===== src/hw/rtl/bcm_lps_pkg.sv =====
package bcm_lps_pkg;

    localparam int PLANES          = 8;
    localparam int WORDS_PER_PLANE = 16;
    localparam int SLOT_COUNT      = 12;
    localparam int COUNTER_TOP     = 1019;
    localparam int WORD_BITS       = 16;

    localparam int STORE_DEPTH = PLANES * WORDS_PER_PLANE;
    localparam int PLANE_BITS  = WORDS_PER_PLANE * WORD_BITS;
    localparam int ADDR_W      = $clog2(STORE_DEPTH);
    localparam int POS_W       = $clog2(PLANE_BITS + 1);
    localparam int BIT_W       = $clog2(WORD_BITS);
    localparam int PLANE_W     = 3;
    localparam int SLOT_W      = 4;
    localparam int CNT_W       = 10;
    localparam int WIDX_W      = 4;

    localparam logic [1:0] ACT_TICK  = 2'd0;
    localparam logic [1:0] ACT_WRITE = 2'd1;
    localparam logic [1:0] ACT_SHIFT = 2'd2;

    typedef logic [SLOT_W-1:0]  slot_t;
    typedef logic [PLANE_W-1:0] plane_t;
    typedef logic [ADDR_W-1:0]  addr_t;
    typedef logic [BIT_W-1:0]   bit_idx_t;

    typedef struct packed {
        logic     latch;
        logic     shift_ok;
        logic     last;
        addr_t    rd_addr;
        bit_idx_t bit_idx;
        slot_t    slot_now;
        plane_t   plane_shown;
    } sched_res_t;

    function automatic logic [CNT_W-1:0] slot_end(input slot_t idx);
        logic [CNT_W-1:0] v;
        unique case (idx)
            4'd0:    v = 10'd127;
            4'd1:    v = 10'd131;
            4'd2:    v = 10'd259;
            4'd3:    v = 10'd267;
            4'd4:    v = 10'd395;
            4'd5:    v = 10'd411;
            4'd6:    v = 10'd539;
            4'd7:    v = 10'd571;
            4'd8:    v = 10'd699;
            4'd9:    v = 10'd763;
            4'd10:   v = 10'd891;
            4'd11:   v = 10'd1019;
            default: v = 10'd1019;
        endcase
        return v;
    endfunction

    function automatic plane_t slot_plane(input slot_t idx);
        plane_t p;
        unique case (idx)
            4'd0:    p = 3'd7;
            4'd1:    p = 3'd0;
            4'd2:    p = 3'd6;
            4'd3:    p = 3'd1;
            4'd4:    p = 3'd7;
            4'd5:    p = 3'd2;
            4'd6:    p = 3'd6;
            4'd7:    p = 3'd3;
            4'd8:    p = 3'd7;
            4'd9:    p = 3'd4;
            4'd10:   p = 3'd7;
            4'd11:   p = 3'd5;
            default: p = 3'd5;
        endcase
        return p;
    endfunction

    function automatic slot_t slot_inc(input slot_t idx);
        return (idx == slot_t'(SLOT_COUNT - 1)) ? '0 : slot_t'(idx + 1'b1);
    endfunction

endpackage


===== src/hw/rtl/bcm_led_plane_scheduler.sv =====
// LED bit-plane scheduler for a shift-register chain.
// Slave side: one request per accepted beat; s_tuser is the action
// (tick, frame-word write, shift one bit), s_tdata carries plane, word and
// value for writes. Master side: exactly one response per request, in order:
// m_tdata holds latch pulse, serial bit, current slot and plane shown,
// m_tuser marks a real serial bit, m_tlast the final bit of a plane.
// cfg_we/cfg_wdata set the run flag; only while running do ticks advance
// the slot timer.
// Each response passes two registered stages: the frame-store read, then
// the output register. Throughput: one request per cycle while m_tready
// is high; each needs at most one read or one write of the frame store.
// Reset: run flag cleared, slot 0, timer 0, shifting ready on plane 0, and
// every frame word reads as 0xFFFF until first written (no sweep needed).
// When m_tready is low the two stages fill and s_tready drops; no request
// is lost or repeated.
module bcm_led_plane_scheduler (
    input  logic        clk,
    input  logic        rst_n,
    input  logic        cfg_we,
    input  logic        cfg_wdata,
    input  logic        s_tvalid,
    output logic        s_tready,
    input  logic [23:0] s_tdata,   // plane_index[2:0], word_index[6:3], word_value[22:7]
    input  logic [1:0]  s_tuser,   // action
    output logic        m_tvalid,
    input  logic        m_tready,
    output logic [15:0] m_tdata,   // latch_pulse[0], serial_bit[1], slot_now[5:2],
                                   // plane_shown[8:6]
    output logic        m_tuser,   // bit_valid
    output logic        m_tlast    // last_bit
);
    import bcm_lps_pkg::*;

    logic       run_reg;
    logic       accept;
    logic       s1_adv;
    sched_res_t res;
    logic [15:0] rd_word;
    logic       wr_en;
    addr_t      wr_addr;

    logic       s1_valid_reg;
    sched_res_t s1_reg;
    logic       s2_valid_reg;
    logic       s2_latch_reg, s2_bit_reg, s2_ok_reg, s2_last_reg;
    slot_t      s2_slot_reg;
    plane_t     s2_plane_reg;

    assign s1_adv   = !s2_valid_reg || m_tready;
    assign s_tready = !s1_valid_reg || s1_adv;
    assign accept   = s_tvalid && s_tready;

    always_ff @(posedge clk or negedge rst_n)
    begin
        if (!rst_n)
        begin
            run_reg <= 1'b0;
        end
        else if (cfg_we)
        begin
            run_reg <= cfg_wdata;
        end
    end

    bcm_sched u_sched (
        .clk        (clk),
        .rst_n      (rst_n),
        .run_enable (run_reg),
        .accept     (accept),
        .action     (s_tuser),
        .res        (res)
    );

    assign wr_en   = accept && (s_tuser == ACT_WRITE)
                     && (32'(s_tdata[6:3]) < WORDS_PER_PLANE);
    assign wr_addr = addr_t'(ADDR_W'(s_tdata[2:0]) * ADDR_W'(WORDS_PER_PLANE)
                             + ADDR_W'(s_tdata[6:3]));

    bcm_store u_store (
        .clk   (clk),
        .rst_n (rst_n),
        .we    (wr_en),
        .waddr (wr_addr),
        .wdata (s_tdata[22:7]),
        .re    (accept && res.shift_ok),
        .raddr (res.rd_addr),
        .rdata (rd_word)
    );

    always_ff @(posedge clk or negedge rst_n)
    begin
        if (!rst_n)
        begin
            s1_valid_reg <= 1'b0;
            s2_valid_reg <= 1'b0;
        end
        else
        begin
            if (s_tready)
            begin
                s1_valid_reg <= s_tvalid;
            end
            if (s1_adv)
            begin
                s2_valid_reg <= s1_valid_reg;
            end
        end
    end

    always_ff @(posedge clk)
    begin
        if (accept)
        begin
            s1_reg <= res;
        end
        if (s1_adv && s1_valid_reg)
        begin
            s2_latch_reg <= s1_reg.latch;
            s2_bit_reg   <= s1_reg.shift_ok && rd_word[s1_reg.bit_idx];
            s2_ok_reg    <= s1_reg.shift_ok;
            s2_last_reg  <= s1_reg.last;
            s2_slot_reg  <= s1_reg.slot_now;
            s2_plane_reg <= s1_reg.plane_shown;
        end
    end

    assign m_tvalid = s2_valid_reg;
    assign m_tdata  = {7'd0, s2_plane_reg, s2_slot_reg, s2_bit_reg, s2_latch_reg};
    assign m_tuser  = s2_ok_reg;
    assign m_tlast  = s2_last_reg;

    a_last_is_bit: assert property (@(posedge clk) disable iff (!rst_n)
        m_tvalid && m_tlast |-> m_tuser)
        else $error("last bit without a valid bit");

    a_no_latch_and_bit: assert property (@(posedge clk) disable iff (!rst_n)
        m_tvalid |-> !(m_tdata[0] && m_tuser))
        else $error("latch pulse and serial bit in one response");

    a_slot_range: assert property (@(posedge clk) disable iff (!rst_n)
        m_tvalid |-> (m_tdata[5:2] <= 4'd11))
        else $error("slot index out of schedule");

    a_s1_hold: assert property (@(posedge clk) disable iff (!rst_n)
        s1_valid_reg && !s1_adv |=> s1_valid_reg && $stable(s1_reg))
        else $error("stalled request lost in read stage");

    a_bit_quiet: assert property (@(posedge clk) disable iff (!rst_n)
        m_tvalid && !m_tuser |-> !m_tdata[1])
        else $error("serial bit set without valid");

endmodule


===== src/hw/rtl/bcm_ram.sv =====
module bcm_ram #(
    parameter int WIDTH = 16,
    parameter int DEPTH = 128
) (
    input  logic                     clk,
    input  logic                     we,
    input  logic [$clog2(DEPTH)-1:0] waddr,
    input  logic [WIDTH-1:0]         wdata,
    input  logic                     re,
    input  logic [$clog2(DEPTH)-1:0] raddr,
    output logic [WIDTH-1:0]         rdata
);

    logic [WIDTH-1:0] mem_reg [DEPTH];
    logic [WIDTH-1:0] rdata_reg;

    always_ff @(posedge clk)
    begin
        if (we)
        begin
            mem_reg[waddr] <= wdata;
        end
        if (re)
        begin
            rdata_reg <= mem_reg[raddr];
        end
    end

    assign rdata = rdata_reg;

endmodule


===== src/hw/rtl/bcm_store.sv =====
module bcm_store (
    input  logic                   clk,
    input  logic                   rst_n,
    input  logic                   we,
    input  bcm_lps_pkg::addr_t     waddr,
    input  logic [15:0]            wdata,
    input  logic                   re,
    input  bcm_lps_pkg::addr_t     raddr,
    output logic [15:0]            rdata
);
    import bcm_lps_pkg::*;

    // unwritten words read as all ones (LEDs off)
    logic [STORE_DEPTH-1:0] written_reg;
    logic                   rd_written_reg;
    logic [15:0]            ram_rdata;

    bcm_ram #(
        .WIDTH (WORD_BITS),
        .DEPTH (STORE_DEPTH)
    ) u_ram (
        .clk   (clk),
        .we    (we),
        .waddr (waddr),
        .wdata (wdata),
        .re    (re),
        .raddr (raddr),
        .rdata (ram_rdata)
    );

    always_ff @(posedge clk or negedge rst_n)
    begin
        if (!rst_n)
        begin
            written_reg    <= '0;
            rd_written_reg <= 1'b0;
        end
        else
        begin
            if (we)
            begin
                written_reg[waddr] <= 1'b1;
            end
            if (re)
            begin
                rd_written_reg <= written_reg[raddr];
            end
        end
    end

    assign rdata = rd_written_reg ? ram_rdata : '1;

endmodule


===== src/hw/rtl/bcm_sched.sv =====
module bcm_sched (
    input  logic                    clk,
    input  logic                    rst_n,
    input  logic                    run_enable,
    input  logic                    accept,
    input  logic [1:0]              action,
    output bcm_lps_pkg::sched_res_t res
);
    import bcm_lps_pkg::*;

    logic [CNT_W-1:0] cnt_reg, cnt_next;
    slot_t            slot_reg, slot_next;
    plane_t           plane_reg, plane_next;
    logic [POS_W-1:0] pos_reg, pos_next;

    always_comb
    begin
        cnt_next       = cnt_reg;
        slot_next      = slot_reg;
        plane_next     = plane_reg;
        pos_next       = pos_reg;
        res.latch      = 1'b0;
        res.shift_ok   = 1'b0;
        res.last       = 1'b0;
        res.rd_addr    = addr_t'(ADDR_W'(plane_reg) * ADDR_W'(WORDS_PER_PLANE)
                                 + ADDR_W'(pos_reg >> BIT_W));
        res.bit_idx    = pos_reg[BIT_W-1:0];
        unique case (action)
            ACT_TICK:
            begin
                if (run_enable)
                begin
                    if (cnt_reg == slot_end(slot_reg))
                    begin
                        res.latch  = 1'b1;
                        slot_next  = slot_inc(slot_reg);
                        plane_next = slot_plane(slot_inc(slot_next));
                        pos_next   = '0;
                    end
                    cnt_next = (cnt_reg >= CNT_W'(COUNTER_TOP)) ? '0 : cnt_reg + 1'b1;
                end
            end
            ACT_SHIFT:
            begin
                if (pos_reg < POS_W'(PLANE_BITS))
                begin
                    res.shift_ok = 1'b1;
                    res.last     = (pos_reg == POS_W'(PLANE_BITS - 1));
                    pos_next     = pos_reg + 1'b1;
                end
            end
            default:
            begin
            end
        endcase
        res.slot_now    = slot_next;
        res.plane_shown = slot_plane(slot_next);
    end

    always_ff @(posedge clk or negedge rst_n)
    begin
        if (!rst_n)
        begin
            cnt_reg   <= '0;
            slot_reg  <= '0;
            plane_reg <= slot_plane(slot_t'(1));
            pos_reg   <= '0;
        end
        else if (accept)
        begin
            cnt_reg   <= cnt_next;
            slot_reg  <= slot_next;
            plane_reg <= plane_next;
            pos_reg   <= pos_next;
        end
    end

endmodule

===== config.mk =====
export PLATFORM = sky130hd
export DESIGN_NAME = bcm_led_plane_scheduler
export DESIGN_NICKNAME = d
export VERILOG_FILES = /design/src/hw/rtl/bcm_lps_pkg.sv /design/src/hw/rtl/bcm_led_plane_scheduler.sv /design/src/hw/rtl/bcm_ram.sv /design/src/hw/rtl/bcm_store.sv /design/src/hw/rtl/bcm_sched.sv
export SDC_FILE = /design/constraint.sdc
export NUM_CORES = 2
export LEC_CHECK = 0
export ABC_AREA = 0
export BUFFER_PORTS_ARGS = -buffer_cell sky130_fd_sc_hd__buf_2
export CAP_MARGIN = 5
export CELL_PAD_IN_SITES_DETAIL_PLACEMENT = 0
export CELL_PAD_IN_SITES_GLOBAL_PLACEMENT = 1
export CORE_ASPECT_RATIO = 0.8
export CORE_UTILIZATION = 56
export CTS_CLUSTER_SIZE = 24
export DETAILED_ROUTE_END_ITERATION = 12
export GPL_TIMING_DRIVEN = 0
export PLACE_DENSITY_LB_ADDON = 0.12
export SLEW_MARGIN = 5
export SYNTH_ARGS = -nofsm -noshare
export SYNTH_HDL_FRONTEND = slang
export SYNTH_SLANG_ARGS = --single-unit

===== constraint.sdc =====
create_clock -name clk -period 9.6 [get_ports clk]
set_input_delay 2.88 -clock clk [delete_from_list [all_inputs] [get_ports clk]]
set_output_delay 2.88 -clock clk [all_outputs]
set_load 0.02 [all_outputs]

==> insert_results.sql <==
INSERT INTO impl_metrics (metric_group, metric, value, unit) VALUES
('finish', 'multi_input_comb_area', '0.0202', 'sq mm'),
('placement', 'routabilityCongestion', '1.04', ''),
('clocking', 'cts.sinks', '2247', ''),
('logic_synthesis', 'synthMostInstantiatedCell', 'edfxtp_1', ''),
('critical_path', 'cp-startpoint', 'u_sched.pos_reg[6]', ''),
('grt', 'grt_first_pass_wirelength', '418000', 'um'),
('critical_path', 'cp_data_arrival_time', '7.43', 'ns'),
('timing', 'post-route-min-period', '6.76', 'ns'),
('clocking', 'clock_latency', '0.88', 'ns'),
('logic_synthesis', 'synth_area_per_cell', '21.1', 'sq um'),
('finish', 'area_growth_syn_to_layout', '14.4', '%'),
('route', 'route.vias.total', '50200', ''),
('logic_synthesis', 'synth.cells.most_frequent', 'edfxtp_1, mux4_2, nor2_1', ''),
('logic_synthesis', 'synth.area.top_cells', 'edfxtp_1, mux4_2, dfrtp_1', ''),
('die', 'initial_utilization', '56.5', '%'),
('route', 'detailed_route_wire_length_per_cell', '47.2', 'um'),
('power_and_ir_drop', 'power_density', '200', 'mW/mm^2'),
('route', 'totalWireLength', '319000', 'um'),
('die', 'io_pins', '52', ''),
('critical_path', 'critical_path_peak_fanout', '10', ''),
('logic_synthesis', 'synthesis.yosys.warnings', '0', ''),
('logic_synthesis', 'synthDominantCellAreaShare', '71.6', '%'),
('timing', 'tightest_slew', '1.60', 'ns'),
('logic_synthesis', 'ys_types', '75', ''),
('timing', 'report.final.setup_viol', '0', ''),
('power_and_ir_drop', 'peakVddDrop', '0.000181', 'V'),
('placement', 'dp_slack', '2.16', 'ns'),
('route', 'route.antenna.remaining_nets', '0', ''),
('clocking', 'hold_buffers', '0', ''),
('timing', 'setup_repair_after_global_routing_missed_its_margin', 'no', ''),
('grt', 'grt_antenna_before_repair', '25', ''),
('critical_path', 'worst_setup_path_endpoint', 'u_store.u_ram.rdata[11]', ''),
('route', 'detail_route.vias_per_cell', '7.43', ''),
('finish', 'layout-drive-gt1-share', '28.3', '%'),
('logic_synthesis', 'largest_area_contributor_in_the_synthesized_netlist', 'edfxtp_1', ''),
('critical_path', 'timing.reg2reg.setup_slack', '2.84', 'ns'),
('status', 'status', 'finished with violations', ''),
('critical_path', 'critical_path_required', '10.28', 'ns'),
('timing', 'slew_violations', '134', ''),
('placement', 'dp_hpwl', '211000', 'um'),
('logic_synthesis', 'synthCells', '4151', ''),
('finish', 'design.final.nets', '4584', ''),
('die', 'placeableCoreArea', '0.155', 'sq mm'),
('clocking', 'cts.clk_slew.worst_paths', '0.07', 'ns'),
('grt', 'global_route.overflow_total', '0', ''),
('run', 'cap_violations', '14', ''),
('critical_path', 'startpoint_type', 'flop', ''),
('critical_path', 'worst_r2r_path_depth', '7', ''),
('logic_synthesis', 'syn_area', '0.0876', 'sq mm'),
('timing', 'timing.final.crit_share', '70.4', '%'),
('clocking', 'cts_tree', 'yes', ''),
('timing', 'finalHoldViolCount', '0', ''),
('critical_path', 'critical_path.reg2reg.endpoint', 'u_store.u_ram.rdata[11]', ''),
('logic_synthesis', 'ys_ff_latch', '2247', ''),
('logic_synthesis', 'ys_async_sr_fraction', '7.03', '%'),
('die', 'chipHeight', '356', 'um'),
('timing', 'fin_setup_tns', '0', 'ns'),
('clocking', 'post_cts.repair.setup_buffers', '0', ''),
('route', 'detail_route.iter0.violations', '10300', ''),
('power_and_ir_drop', 'leakage', '31.6', 'nW'),
('clocking', 'numCtsBuffers', '209', ''),
('finish', 'filler_cell_count', '10300', ''),
('status', 'violated_checks', 'capacitance limit, slew limit', ''),
('die', 'die_area', '0.158', 'sq mm'),
('logic_synthesis', 'synth_seq_area_share', '76.1', '%'),
('critical_path', 'setup.worst_path.class', 'flop to flop', ''),
('critical_path', 'worst_r2r_startpoint', 'u_sched.pos_reg[6]', ''),
('die', 'placementRows', '129', ''),
('timing', 'relSlewSlack', '-7.83', '%'),
('worst_hold_path', 'hold_path_class', 'flop to flop', ''),
('clocking', 'cts.path.max_buffers', '3', '');
-- stage by stage --
stage	power, mW	hold slack (ns)	instance area (sq um)	util (%)	std cells
floorplan	11.4	0.400	87600	-	4157
global placement	11.8	0.406	90400	58.3	6230
detailed placement	11.9	0.405	93400	60.3	6353
CTS	20.0	0.417	100000	64.6	6738
global route	20.4	0.422	100000	64.7	6740
finish	20.1	0.417	100000	64.7	6751
-- worst max-delay path, cell delays in order (launching register included) --
cell and delay [ns]:
dfrtp_1 0.32, clkbuf_1 0.81, clkbuf_1 1.12, buf_2 0.76, clkbuf_2 0.85, clkbuf_1 1.18
o21ai_0 0.96, nand3_1 0.50
-- routing by layer --
layer	global-route usage, %	vias up	share of wire, %
li1	-	18200	-
met1	56.8	26500	36
met2	54.1	4669	41
met3	18.8	847	17
met4	19.7	34	5.6
met5	1.65	-	0.15
-- area by class of cell --
| type | count | share of cell area, % |
|---|---|---|
| sequential | 2247 | 66.5 |
| antenna | 12 | 0.0300 |
| clock buffer | 273 | 5.52 |
| timing repair buffer | 167 | 2.67 |
| multi-input combinational | 1637 | 20.1 |
| tap | 2030 | 2.53 |
| clock inverter | 112 | 1.21 |
| buffer | 256 | 1.28 |
| inverter | 17 | 0.0637 |
-- layout by cell type, fill, tap and decap left out, drive strengths merged, types with 13 or more instances in the layout --
| cell | synthesis | final |
|---|---|---|
| a31oi | 18 | 18 |
| a211oi | 15 | 15 |
| mux2 | 25 | 25 |
| buf | 147 | 314 |
| o21bai | 128 | 128 |
| mux2i | 97 | 97 |
| clkinv | 1 | 77 |
| nand3 | 41 | 41 |
| a22o | 19 | 19 |
| clkbuf | 109 | 382 |
| bufinv | 0 | 23 |
| a21oi | 63 | 63 |
| nor3 | 21 | 21 |
| nand2 | 100 | 100 |
| ha | 17 | 17 |
| mux4 | 554 | 554 |
| inv | 16 | 20 |
| and2 | 15 | 15 |
| a22oi | 96 | 96 |
| nand2b | 13 | 13 |
| nor2 | 175 | 175 |
| a221oi | 29 | 29 |
| o21ai | 37 | 37 |
| nor2b | 29 | 29 |
| edfxtp | 2089 | 2089 |
| dfrtp | 158 | 158 |
-- logic make-up after synthesis --
family,share of synthesized area (%)
flip-flops,76.1
multiplexers,15.7
AO/OA/AOI/OAI,4.02
AND/OR/NAND/NOR,2.30
buffers and inverters,1.50
adder cells (fa/ha/maj),0.254
XOR/XNOR,0.130
other,0.00428
-- where the power goes --
group / internal [mW] / switching, mW / leakage, nW
Sequential: 10.8 / 0.0390 / 20.9
Clock: 4.67 / 3.70 / 3.26
Combinational: 0.286 / 0.607 / 7.41
-- worst min-delay path by stage --
stage	start	endpoint	slack [ns]	cells past startpoint
2_1_floorplan	s1_reg[18]	m_tlast	0.40	0
3_3_place_gp	s1_reg[20]	s2_latch_reg	0.41	0
3_5_place_dp	s1_reg[18]	m_tlast	0.40	0
4_1_cts	s1_reg[18]	m_tlast	0.42	0
5_1_grt	s1_reg[4]	s2_slot_reg[1]	0.42	0
6_report	s1_reg[18]	m_tlast	0.42	0
No activity file was read; power rests on OpenSTA's default activity.
